### config.mk
export PLATFORM = sky130hd
export DESIGN_NAME = lru_cache_with_expiry
export DESIGN_NICKNAME = d
export VERILOG_FILES = /design/src/rtl/core/lrux_pkg.sv /design/src/rtl/core/lrux_table.sv /design/src/rtl/core/lrux_scan.sv /design/src/rtl/core/lru_cache_with_expiry.sv
export SDC_FILE = /design/constraint.sdc
export NUM_CORES = 2
export LEC_CHECK = 0
export ABC_AREA = 1
export BUFFER_PORTS_ARGS = -buffer_cell sky130_fd_sc_hd__buf_4
export CAP_MARGIN = 15
export CORE_ASPECT_RATIO = 2
export CORE_MARGIN = 4
export CORE_UTILIZATION = 60
export DETAILED_ROUTE_END_ITERATION = 6
export PLACE_DENSITY_LB_ADDON = 0.12
export SLEW_MARGIN = 20
export SYNTH_ARGS = -nofsm -noshare
export SYNTH_HDL_FRONTEND = slang
export SYNTH_SLANG_ARGS = --single-unit
### constraint.sdc
create_clock -name aclk -period 11.1 [get_ports aclk]
set_input_delay 1.11 -clock aclk [delete_from_list [all_inputs] [get_ports aclk]]
set_output_delay 1.11 -clock aclk [all_outputs]
set_load 0.05 [all_outputs]
### src/rtl/core/lrux_pkg.sv
`timescale 1ns / 1ps
// ----------------------------------------------------------------------------
// lrux_pkg
// Shared widths, request and status codes, and the types that travel between
// the table, the scan unit and the sequencer of the expiring LRU cache.
// ----------------------------------------------------------------------------
package lrux_pkg;

    localparam int KEY_W  = 64;
    localparam int DATA_W = 32;
    localparam int RANK_W = 5;
    localparam int REQ_W  = 2;
    localparam int STAT_W = 3;
    localparam int SLOT_W = 4;
    localparam int CAP_W  = 5;

    localparam logic [RANK_W-1:0] RANK_MAX = 5'd31;
    localparam logic [RANK_W-1:0] RANK_NEW = 5'd1;
    localparam logic [CAP_W-1:0]  CAP_RESET = 5'd16;

    localparam logic [REQ_W-1:0] REQ_GET    = 2'd0;
    localparam logic [REQ_W-1:0] REQ_PUT    = 2'd1;
    localparam logic [REQ_W-1:0] REQ_REMOVE = 2'd2;

    localparam logic [STAT_W-1:0] STAT_HIT         = 3'd0;
    localparam logic [STAT_W-1:0] STAT_MISS        = 3'd1;
    localparam logic [STAT_W-1:0] STAT_EXPIRED     = 3'd2;
    localparam logic [STAT_W-1:0] STAT_REMOVED     = 3'd3;
    localparam logic [STAT_W-1:0] STAT_REMOVE_MISS = 3'd4;
    localparam logic [STAT_W-1:0] STAT_REPLACED    = 3'd5;
    localparam logic [STAT_W-1:0] STAT_FREE_SLOT   = 3'd6;
    localparam logic [STAT_W-1:0] STAT_EVICTED     = 3'd7;

    typedef struct packed {
        logic [KEY_W-1:0]  key;
        logic [DATA_W-1:0] value;
        logic [DATA_W-1:0] expiry;
    } entry_t;

    // What the scan found so far: each flag qualifies the matching index.
    typedef struct packed {
        logic match;
        logic match_stale;
        logic free;
        logic stale;
        logic lru;
        logic oldest;
    } scan_flags_t;

endpackage

### src/rtl/core/lrux_table.sv
`timescale 1ns / 1ps
// ----------------------------------------------------------------------------
// lrux_table
// Slot storage: key, value and expiry in one memory, recency ranks in another.
// Both share one registered read address; each has its own write port.
// ----------------------------------------------------------------------------
module lrux_table #(
    parameter int ENTRIES = 16,
    parameter int IDX_W   = 4
) (
    input  logic                        aclk,
    input  logic [IDX_W-1:0]            rd_addr,
    input  logic                        ent_we,
    input  logic [IDX_W-1:0]            ent_waddr,
    input  lrux_pkg::entry_t            ent_wdata,
    input  logic                        rank_we,
    input  logic [IDX_W-1:0]            rank_waddr,
    input  logic [lrux_pkg::RANK_W-1:0] rank_wdata,
    output lrux_pkg::entry_t            rd_entry,
    output logic [lrux_pkg::RANK_W-1:0] rd_rank
);
    import lrux_pkg::*;

    entry_t            ent_mem  [ENTRIES];
    logic [RANK_W-1:0] rank_mem [ENTRIES];

    always_ff @(posedge aclk) begin
        if (ent_we) begin
            ent_mem[ent_waddr] <= ent_wdata;
        end
        rd_entry <= ent_mem[rd_addr];
    end

    always_ff @(posedge aclk) begin
        if (rank_we) begin
            rank_mem[rank_waddr] <= rank_wdata;
        end
        rd_rank <= rank_mem[rd_addr];
    end

endmodule

### src/rtl/core/lrux_scan.sv
`timescale 1ns / 1ps
// ----------------------------------------------------------------------------
// lrux_scan
// Shared compare unit. It looks at one slot per cycle and keeps the first key
// match, the first free slot, the first stale slot, the last slot whose rank
// equals the capacity and the first slot of greatest rank.
// ----------------------------------------------------------------------------
module lrux_scan #(
    parameter int IDX_W = 4
) (
    input  logic                        aclk,
    input  logic                        aresetn,
    input  logic                        clear,
    input  logic                        en,
    input  logic [IDX_W-1:0]            idx,
    input  logic                        slot_vld,
    input  lrux_pkg::entry_t            rd_entry,
    input  logic [lrux_pkg::RANK_W-1:0] rd_rank,
    input  logic [lrux_pkg::KEY_W-1:0]  key,
    input  logic [lrux_pkg::DATA_W-1:0] now_time,
    input  logic [lrux_pkg::CAP_W-1:0]  cap,
    output lrux_pkg::scan_flags_t       flags,
    output logic [IDX_W-1:0]            match_idx,
    output logic [lrux_pkg::RANK_W-1:0] match_rank,
    output logic [lrux_pkg::DATA_W-1:0] match_value,
    output logic [lrux_pkg::DATA_W-1:0] match_expiry,
    output logic [IDX_W-1:0]            free_idx,
    output logic [IDX_W-1:0]            stale_idx,
    output logic [lrux_pkg::RANK_W-1:0] stale_rank,
    output logic [IDX_W-1:0]            lru_idx,
    output logic [IDX_W-1:0]            oldest_idx,
    output logic [lrux_pkg::RANK_W-1:0] oldest_rank
);
    import lrux_pkg::*;

    scan_flags_t flags_reg, flags_next;
    logic        key_eq;
    logic        is_stale;
    logic        rank_is_cap;
    logic        rank_gt;

    assign key_eq      = (rd_entry.key == key);
    assign is_stale    = (now_time > rd_entry.expiry);
    assign rank_is_cap = (rd_rank == cap);
    assign rank_gt     = (rd_rank > oldest_rank);

    always_comb begin
        flags_next = flags_reg;
        if (clear) begin
            flags_next = '0;
        end else if (en) begin
            if (!slot_vld) begin
                flags_next.free = 1'b1;
            end else begin
                if (!flags_reg.match && key_eq) begin
                    flags_next.match       = 1'b1;
                    flags_next.match_stale = is_stale;
                end
                if (is_stale) begin
                    flags_next.stale = 1'b1;
                end
                if (rank_is_cap) begin
                    flags_next.lru = 1'b1;
                end
                flags_next.oldest = 1'b1;
            end
        end
    end

    always_ff @(posedge aclk) begin
        if (!aresetn) begin
            flags_reg <= '0;
        end else begin
            flags_reg <= flags_next;
        end
    end

    // Captured indices and ranks are qualified by the flags and need no reset.
    always_ff @(posedge aclk) begin
        if (en && !clear) begin
            if (!slot_vld) begin
                if (!flags_reg.free) begin
                    free_idx <= idx;
                end
            end else begin
                if (!flags_reg.match && key_eq) begin
                    match_idx    <= idx;
                    match_rank   <= rd_rank;
                    match_value  <= rd_entry.value;
                    match_expiry <= rd_entry.expiry;
                end
                if (!flags_reg.stale && is_stale) begin
                    stale_idx  <= idx;
                    stale_rank <= rd_rank;
                end
                if (rank_is_cap) begin
                    lru_idx <= idx;
                end
                if (!flags_reg.oldest || rank_gt) begin
                    oldest_idx  <= idx;
                    oldest_rank <= rd_rank;
                end
            end
        end
    end

    assign flags = flags_reg;

endmodule

### src/rtl/core/lru_cache_with_expiry.sv
`timescale 1ns / 1ps
// ----------------------------------------------------------------------------
// lru_cache_with_expiry
// Fully associative key-value cache with exact LRU ranks and per-entry expiry.
// ----------------------------------------------------------------------------
// One request is handled at a time. After a transaction is accepted the
// sequencer scans the active slots, one per cycle through the single read port
// of the slot table, then commits the result and, when ranks change, makes a
// second pass over the same slots to age or close up their ranks. A miss, a
// missing remove or an unknown request makes no second pass. The result is
// held in an output register, so the next request is taken while it waits.
// A capacity of 0 acts as 1 and a capacity above ENTRIES acts as ENTRIES.
// ----------------------------------------------------------------------------
module lru_cache_with_expiry #(
    parameter int ENTRIES = 16
) (
    input  logic                        aclk,
    input  logic                        aresetn,
    input  logic                        cfg_we,
    input  logic [lrux_pkg::CAP_W-1:0]  cfg_wdata,
    input  logic                        s_valid,
    output logic                        s_ready,
    input  logic [lrux_pkg::REQ_W-1:0]  s_req_type,
    input  logic [lrux_pkg::KEY_W-1:0]  s_key_hash,
    input  logic [lrux_pkg::DATA_W-1:0] s_new_value,
    input  logic [lrux_pkg::DATA_W-1:0] s_new_expiry,
    input  logic [lrux_pkg::DATA_W-1:0] s_now_time,
    output logic                        m_valid,
    input  logic                        m_ready,
    output logic [lrux_pkg::STAT_W-1:0] m_status,
    output logic [lrux_pkg::DATA_W-1:0] m_hit_value,
    output logic [lrux_pkg::DATA_W-1:0] m_hit_expiry,
    output logic [lrux_pkg::SLOT_W-1:0] m_slot_used,
    output logic                        m_evicted_stale
);
    import lrux_pkg::*;

    localparam int IDX_W   = (ENTRIES > 1) ? $clog2(ENTRIES) : 1;
    localparam int CNT_W   = (IDX_W > CAP_W) ? IDX_W : CAP_W;
    localparam int CAP_LIM = (ENTRIES < 31) ? ENTRIES : 31;
    localparam int BND_W   = RANK_W + 1;

    typedef enum logic [3:0] {
        S_IDLE   = 4'b0001,
        S_SCAN   = 4'b0010,
        S_DECIDE = 4'b0100,
        S_UPDATE = 4'b1000
    } state_t;

    state_t state_reg, state_next;

    logic [CAP_W-1:0]   cap_reg;
    logic [CAP_W-1:0]   cap_eff;
    logic [CNT_W-1:0]   cnt_reg;
    logic               pend_reg;
    logic [IDX_W-1:0]   idx_d_reg;
    logic [ENTRIES-1:0] valid_reg;

    logic [REQ_W-1:0]   req_reg;
    entry_t             in_entry_reg;
    logic [DATA_W-1:0]  now_reg;

    logic               dec_mode_reg;
    logic [BND_W-1:0]   bound_reg;
    logic [IDX_W-1:0]   skip_reg;

    logic               accept;
    logic               issue;
    logic               pass_done;
    logic               go;

    entry_t             rd_entry;
    logic [RANK_W-1:0]  rd_rank;

    scan_flags_t        flags;
    logic [IDX_W-1:0]   match_idx, free_idx, stale_idx, lru_idx, oldest_idx;
    logic [RANK_W-1:0]  match_rank, stale_rank, oldest_rank;
    logic [DATA_W-1:0]  match_value, match_expiry;

    // Decision of one request.
    logic               d_set, d_clr, d_store, d_rank1, d_update, d_dec;
    logic [IDX_W-1:0]   d_idx;
    logic [BND_W-1:0]   d_bound;
    logic [STAT_W-1:0]  d_status;
    logic [DATA_W-1:0]  d_value, d_expiry;
    logic               d_stale;
    logic [SLOT_W+IDX_W-1:0] d_slot_ext;

    logic               upd_vld;
    logic [BND_W-1:0]   upd_rank_ext;
    logic               age_hit, close_hit, upd_we;
    logic [RANK_W-1:0]  upd_rank;

    logic               rank_we;
    logic [IDX_W-1:0]   rank_waddr;
    logic [RANK_W-1:0]  rank_wdata;

    assign cap_eff = (cap_reg == '0)                 ? CAP_W'(1) :
                     (cap_reg > CAP_W'(CAP_LIM))     ? CAP_W'(CAP_LIM) : cap_reg;

    assign s_ready   = (state_reg == S_IDLE);
    assign accept    = s_valid && s_ready;
    assign issue     = (state_reg inside {S_SCAN, S_UPDATE})
                       && (cnt_reg < CNT_W'(cap_eff));
    assign pass_done = !issue && !pend_reg;
    assign go        = (state_reg == S_DECIDE) && (!m_valid || m_ready);

    lrux_table #(
        .ENTRIES (ENTRIES),
        .IDX_W   (IDX_W)
    ) u_table (
        .aclk       (aclk),
        .rd_addr    (cnt_reg[IDX_W-1:0]),
        .ent_we     (go && d_store),
        .ent_waddr  (d_idx),
        .ent_wdata  (in_entry_reg),
        .rank_we    (rank_we),
        .rank_waddr (rank_waddr),
        .rank_wdata (rank_wdata),
        .rd_entry   (rd_entry),
        .rd_rank    (rd_rank)
    );

    lrux_scan #(
        .IDX_W (IDX_W)
    ) u_scan (
        .aclk         (aclk),
        .aresetn      (aresetn),
        .clear        (accept),
        .en           ((state_reg == S_SCAN) && pend_reg),
        .idx          (idx_d_reg),
        .slot_vld     (valid_reg[idx_d_reg]),
        .rd_entry     (rd_entry),
        .rd_rank      (rd_rank),
        .key          (in_entry_reg.key),
        .now_time     (now_reg),
        .cap          (cap_eff),
        .flags        (flags),
        .match_idx    (match_idx),
        .match_rank   (match_rank),
        .match_value  (match_value),
        .match_expiry (match_expiry),
        .free_idx     (free_idx),
        .stale_idx    (stale_idx),
        .stale_rank   (stale_rank),
        .lru_idx      (lru_idx),
        .oldest_idx   (oldest_idx),
        .oldest_rank  (oldest_rank)
    );

    always_comb begin
        d_set    = 1'b0;
        d_clr    = 1'b0;
        d_store  = 1'b0;
        d_rank1  = 1'b0;
        d_update = 1'b0;
        d_dec    = 1'b0;
        d_idx    = match_idx;
        d_bound  = {1'b0, match_rank};
        d_status = STAT_MISS;
        d_value  = '0;
        d_expiry = '0;
        d_stale  = 1'b0;
        case (req_reg)
            REQ_GET: begin
                if (flags.match) begin
                    d_update = 1'b1;
                    if (flags.match_stale) begin
                        d_clr    = 1'b1;
                        d_dec    = 1'b1;
                        d_status = STAT_EXPIRED;
                    end else begin
                        d_rank1  = 1'b1;
                        d_status = STAT_HIT;
                        d_value  = match_value;
                        d_expiry = match_expiry;
                    end
                end
            end
            REQ_REMOVE: begin
                if (flags.match) begin
                    d_update = 1'b1;
                    d_clr    = 1'b1;
                    d_dec    = 1'b1;
                    d_status = STAT_REMOVED;
                end else begin
                    d_status = STAT_REMOVE_MISS;
                end
            end
            REQ_PUT: begin
                d_update = 1'b1;
                d_store  = 1'b1;
                d_rank1  = 1'b1;
                d_set    = 1'b1;
                if (flags.match) begin
                    d_status = STAT_REPLACED;
                end else if (flags.free) begin
                    // A new entry in a free slot ages every other entry.
                    d_idx    = free_idx;
                    d_bound  = {1'b1, {RANK_W{1'b0}}};
                    d_status = STAT_FREE_SLOT;
                end else begin
                    d_status = STAT_EVICTED;
                    if (flags.stale) begin
                        d_idx   = stale_idx;
                        d_bound = {1'b0, stale_rank};
                        d_stale = 1'b1;
                    end else if (flags.lru) begin
                        d_idx   = lru_idx;
                        d_bound = {1'b0, cap_eff};
                    end else begin
                        d_idx   = oldest_idx;
                        d_bound = {1'b0, oldest_rank};
                    end
                end
            end
            default: begin
            end
        endcase
    end

    assign d_slot_ext = {{SLOT_W{1'b0}}, d_idx};

    // Rank pass: valid bits already reflect the committed store or removal.
    assign upd_vld      = valid_reg[idx_d_reg];
    assign upd_rank_ext = {1'b0, rd_rank};
    assign age_hit      = upd_vld && (idx_d_reg != skip_reg) && (upd_rank_ext < bound_reg)
                          && (rd_rank != RANK_MAX);
    assign close_hit    = upd_vld && (upd_rank_ext > bound_reg);
    assign upd_we       = (state_reg == S_UPDATE) && pend_reg
                          && (dec_mode_reg ? close_hit : age_hit);
    assign upd_rank     = dec_mode_reg ? (rd_rank - RANK_W'(1)) : (rd_rank + RANK_W'(1));

    assign rank_we    = (go && d_rank1) || upd_we;
    assign rank_waddr = upd_we ? idx_d_reg : d_idx;
    assign rank_wdata = upd_we ? upd_rank : RANK_NEW;

    always_comb begin
        state_next = state_reg;
        case (state_reg)
            S_IDLE: begin
                if (accept) begin
                    state_next = S_SCAN;
                end
            end
            S_SCAN: begin
                if (pass_done) begin
                    state_next = S_DECIDE;
                end
            end
            S_DECIDE: begin
                if (go) begin
                    state_next = d_update ? S_UPDATE : S_IDLE;
                end
            end
            S_UPDATE: begin
                if (pass_done) begin
                    state_next = S_IDLE;
                end
            end
            default: begin
                state_next = S_IDLE;
            end
        endcase
    end

    always_ff @(posedge aclk) begin
        if (!aresetn) begin
            state_reg <= S_IDLE;
            cap_reg   <= CAP_RESET;
            cnt_reg   <= '0;
            pend_reg  <= 1'b0;
            valid_reg <= '0;
            m_valid   <= 1'b0;
        end else begin
            state_reg <= state_next;
            pend_reg  <= issue;
            if (cfg_we) begin
                cap_reg <= cfg_wdata;
            end
            if (accept || go) begin
                cnt_reg <= '0;
            end else if (issue) begin
                cnt_reg <= cnt_reg + CNT_W'(1);
            end
            if (go && d_set) begin
                valid_reg[d_idx] <= 1'b1;
            end else if (go && d_clr) begin
                valid_reg[d_idx] <= 1'b0;
            end
            if (go) begin
                m_valid <= 1'b1;
            end else if (m_ready) begin
                m_valid <= 1'b0;
            end
        end
    end

    always_ff @(posedge aclk) begin
        idx_d_reg <= cnt_reg[IDX_W-1:0];
        if (accept) begin
            req_reg             <= s_req_type;
            in_entry_reg.key    <= s_key_hash;
            in_entry_reg.value  <= s_new_value;
            in_entry_reg.expiry <= s_new_expiry;
            now_reg             <= s_now_time;
        end
        if (go) begin
            dec_mode_reg    <= d_dec;
            bound_reg       <= d_bound;
            skip_reg        <= d_idx;
            m_status        <= d_status;
            m_hit_value     <= d_value;
            m_hit_expiry    <= d_expiry;
            m_slot_used     <= (d_status inside {STAT_MISS, STAT_REMOVE_MISS})
                               ? '0 : d_slot_ext[SLOT_W-1:0];
            m_evicted_stale <= d_stale;
        end
    end

endmodule
# == After elaboration in Yosys (flattened, before gate mapping) ==
# Memories as Yosys holds them, arrays and structs flattened. A register that Yosys moved wholly into a read port is not among the register bits.
# Index checks and enable logic that the tools add are counted.
# classes
n_reduce_logical,52
magnitude_cmp,9
bitwise_logic,9
n_addsub,3
eq_ne,16
n_mux,50
# ops
operator,count
64-bit == test,1
4-bit 2-to-1 mux,11
5-bit 2-to-1 mux,8
32-bit > comparator,1
16-bit 2-to-1 mux,2
3-bit AND reduction,8
1-bit logical AND,18
1-bit 2-to-1 mux,17
16-bit bitwise AND,1
16-bit NOT,1
16-bit OR,1
4-bit case mux with 4 select lines,1
"5-bit by 1-bit adder with 5-bit output, second input constant",2
"4-bit by 5-bit < comparator with 1-bit output, second input constant",2
3-bit case mux with 3 select lines,1
2-bit nonzero test,4
2-bit OR reduction,4
1-bit logical NOT,7
5-bit by 6-bit > comparator with 1-bit output,1
5-bit by 6-bit < comparator with 1-bit output,1
2-bit 2-to-1 mux,3
6-bit 2-to-1 mux,1
"2-bit inequality test, second input constant",3
1-bit NOT,6
27 further kinds,34
# word_totals
output_inout_bits,74
ram_bits,2128
mem_count,2
input_bits,172
word_cells,178
register_bits,386
# mem_list
name,depth,width,read_ports,rd_clocked_by_memory_dff,write_ports,line_no,rtl
u_table.ent_mem,16,128,1,1,1,lrux_table.sv:24,entry_t ent_mem [ENTRIES];
u_table.rank_mem,16,5,1,1,1,lrux_table.sv:25,logic [RANK_W-1:0] rank_mem [ENTRIES];

# == Depth between registers and ports, before layout ==
# logic_depth
depth_word,13
mapped_depth,15
depth_no_buf,15

# == Modules after synthesis ==
# From an unflattened synthesis, not the netlist that was laid out.
# unflattened
hier_cells,9480
hier_area_um2,106937.6
# modules_own_cells
mod,instances,cells_each,seq_area_each_um2,area_per_inst_um2
lrux_table,1,8068,66563.8,90837.1
lru_cache_with_expiry,1,844,8077.7,10726.5
lrux_scan,1,568,3093.0,5373.9

# == Worst setup path before layout ==
# OpenSTA, ideal clock, no wires.
# synth_path
path_type,input -> register
from,in m_ready
to,mem u_table.ent_mem[14][0] in the netlist's numbering (enable)
arrival_time_ns,8.239
cell_stages,7
n_path_buf,1
setup_ns,0.481
slack_ns,2.380
t_required_ns,10.619
path_cell_list,nor2_1 -> nor2_1 -> inv_1 -> nor2_2 -> buf_2 -> nand2_1 -> inv_1
# synth_between
elab_chain_len,5
# synth_lines
item,line_no,rtl
"start, declared",lru_cache_with_expiry.sv:29,"input logic m_ready,"
1-bit logical OR,lru_cache_with_expiry.sv:106,assign go = (state_reg == S_DECIDE) && (!m_valid || m_ready);
1-bit logical AND,lru_cache_with_expiry.sv:106,
via go,lru_cache_with_expiry.sv:70,logic go;
1-bit logical AND,lru_cache_with_expiry.sv:114,".ent_we (go && d_store),"
1-bit 2-to-1 mux,lrux_table.sv:28,if (ent_we) begin
1-bit 2-to-1 mux (implied by the code),lrux_table.sv:29,ent_mem[ent_waddr] <= ent_wdata;
"end, declared",lrux_table.sv:24,
# The timed path passes the listed nets, and every way through them passes these cells.

==> metrics <==
Final Slew Violations=0; mapped cell area=0.101 sq mm; Via density=6.25; post-cts sizing count=0; FF+latch count, synth=2647; HPWL after DPL=127000 microns; Hold Path Sink=u_scan.match_value[1]; Comb pwr share=10.1%; pre-CTS setup slack=6640 ps; Power Internal=16.7 mW; Synth area leaders=edfxtp_1 74%, nor2_1 5.0%, dfxtp_1 3.5%; critical hold path startpoint=u_table.rd_entry[33]; Async SR Flop Fraction=0%; First DRT Iteration DRCs=6167; Tmin final=4200 ps; # nets final=7363; RSZ-0062 raised after global routing=no; WL/cell=25.5 microns; GRT Overall Usage=27.1%; skew final=56.1 ps; CTS Hold Bufs=0; number of distinct library cells after synthesis=52; CTS Buffer Depth=4; Die W=298 microns; Hold Path Stages=0; Seq pwr share=55.5%; clk sinks=2647; Inserted Clock Buffers=220; Mapped Nets=7243; Worst EP required=11880 ps; I/O pin count=246; final setup fails=0; Crit Path Class=flop to flop; total power draw=22.3 mW; worst skew pair latency=860 ps; die extent in y=587 microns; Port Buffers=245; worst-case reg-to-reg path depth=7; row cnt=212; clock-pin slew on the worst setup and hold paths=70 ps; setup tns final=0 ps; Syn Area/Cell=14.3 sq um; CP max stage delay=890 ps; Mapped Cells=7020; CORE AREA=0.167 sq mm; status=complete, no violations; worst r2r src=cnt_reg[0]; global-route wire length before repair=359000 microns; die footprint=0.175 sq mm; Critical Path Fanout Max=153; EDFF count, synth=2472; worst slew pin tran=1110 ps; vias in the first global route=58961; cells along the critical path=inv_8, buf_4, buf_4, nor2_1, o221ai_1, o211ai_1, nand3_1; H-tree depth=4; largest net degree at the start of global routing=252; CP Capture Type=flop; GRT Residual Overflow=0; Worst VDD drop=0.191 mV; Initial Utilization=60.4%; LEAKAGE=36.6 nW; Top FF cell, synth=edfxtp_1; drt drc=0; Tcrit/Tclk final=37.8%; Min-Delay Path Class=flop to flop; sequential area share after synthesis=77.2%; share of layout cells above drive strength 1=9.66%; TritonRoute pass-1 iters=6; Syn. warnings=0; Worst path most repeated cell=buf_4; power per cell area=201 mW/mm^2; total number of vias=59117; clock power share=34.5%; slowest stage cell, crit path=buf_4; Post-CTS Setup Inserts=0; worst setup margin=6900 ps; Routed Wire Length=241000 microns; slew margin rel.=26.0%; Arrival @ worst endpoint=4980 ps; Antenna Violating Nets Remaining=0; max reg flops=2048; R2R Setup Slk=6900 ps; synth-to-layout area growth=10.5%; post-synth top area share=73.7%; Crit path max-delay family=buffers and inverters; Worst Path Buf+Inv=3; TritonCTS clock tree=built; switching fraction of total power=25.2%; crit start category=flop; f_max=238 MHz; reg-to-reg endpoint=u_table.rd_entry[54]; fillers=11402; clock root buffer master=clkbuf_16; Placer Congestion=0.812; net load switching power=5.63 mW; number of antenna violations at the first check in global routing=2; final hold vios=0; Max Cap Violations=0; area leader, netlist=edfxtp_1
==> placed cells by master (no fill, tap or decap), drive strengths merged, types with 3 or more instances in the layout <==
| cell type | n |
|---|---|
| a21oi | 57 |
| a31oi | 4 |
| buf | 314 |
| bufinv | 20 |
| clkbuf | 296 |
| clkinv | 73 |
| clkinvlp | 12 |
| dfxtp | 175 |
| edfxtp | 2472 |
| ha | 50 |
| inv | 249 |
| mux2i | 224 |
| nand2 | 516 |
| nand3 | 276 |
| nand3b | 3 |
| nand4 | 13 |
| nor2 | 1342 |
| nor3 | 7 |
| o211ai | 47 |
| o21ai | 576 |
| o221ai | 224 |
| o22ai | 9 |
| o32ai | 308 |
| or2 | 3 |
| xnor2 | 20 |
| xor2 | 16 |
==> synthesized netlist by cell type, types with 5 or more instances <==
master	n
o32ai_1	308
nand4_1	12
o221ai_1	224
nand2_2	6
ha_1	50
xor2_1	16
inv_1	230
o211ai_1	46
a21oi_1	55
nor3_1	5
clkbuf_1	286
buf_1	17
o22ai_1	9
dfxtp_1	175
o21ai_0	570
nand2_1	507
mux2i_1	224
edfxtp_1	2472
buf_2	84
nand3_1	276
nor2_1	1334
buf_4	24
inv_2	13
xnor2_1	20
==> metrics by stage <==
step / instance area, sq um / std cells / utilization [%] / hold WS, ps
3_3_place_gp: 104000 / 9057 / 62.4 / 387
2_1_floorplan: 101000 / 7020 / - / 352
3_5_place_dp: 104000 / 9057 / 62.4 / 390
5_1_grt: 111000 / 9462 / 66.7 / 392
6_report: 111000 / 9463 / 66.7 / 405
4_1_cts: 111000 / 9460 / 66.7 / 370
==> layout make-up <==
| type | count | area (sq um) | area share, % |
|---|---|---|---|
| antenna | 2 | 5.00 | 0.00450 |
| tap | 2140 | 2680 | 2.41 |
| timing repair buffer | 314 | 2440 | 2.19 |
| inverter | 247 | 1080 | 0.973 |
| clock buffer | 296 | 6010 | 5.40 |
| clock inverter | 107 | 1090 | 0.976 |
| sequential | 2647 | 77700 | 69.8 |
| multi-input combinational | 3710 | 20300 | 18.2 |
==> power by group through the flow <==
stage                     sequential, mW  combinational, mW  clock [mW]
final                               12.4               2.25        7.70
after global routing                12.5               2.47        8.22
after CTS                           12.4               2.26        7.80
after detailed placement            12.6               2.24           0
after global placement              12.6               2.19           0
after floorplan                     12.4               1.54           0
==> cells by family (layout without fill, tap and decap cells) <==
kind of cell             after synthesis  after routing  share of synthesized area, %
AO/OA/AOI/OAI                       1236           1236                          8.33
XOR/XNOR                              36             36                         0.313
adder cells (fa/ha/maj)               51             51                         0.641
buffers and inverters                663            964                          2.69
flip-flops                          2647           2647                          77.2
multiplexers                         224            224                          2.23
other                                  0              2                             0
AND/OR/NAND/NOR                     2163           2163                          8.61
==> worst max path at each step <==
stage	to	slack (ps)	cells after the start	startpoint
6_report	u_table.rd_entry[54]	6900	7	cnt_reg[0]
5_1_grt	u_table.rd_entry[20]	6730	7	cnt_reg[0]
4_1_cts	u_table.rd_entry[122]	6950	7	cnt_reg[0]
3_5_place_dp	u_table.ent_mem[2][27]	6640	8	m_ready
3_3_place_gp	u_table.ent_mem[2][26]	6640	8	m_ready
2_1_floorplan	u_table.ent_mem[14][0]	2380	7	m_ready
==> metal layers <==
| layer | GRT usage (%) | routed length (microns) | vias up |
|---|---|---|---|
| met2 | 47.9 | 125000 | 2358 |
| met4 | 9.87 | 8580 | 0 |
| li1 | - | - | 26376 |
| met1 | 34.9 | 92500 | 29906 |
| met5 | 0 | 0 | - |
| met3 | 2.87 | 14900 | 477 |
Note: power is estimated with default switching activity, not from simulation.
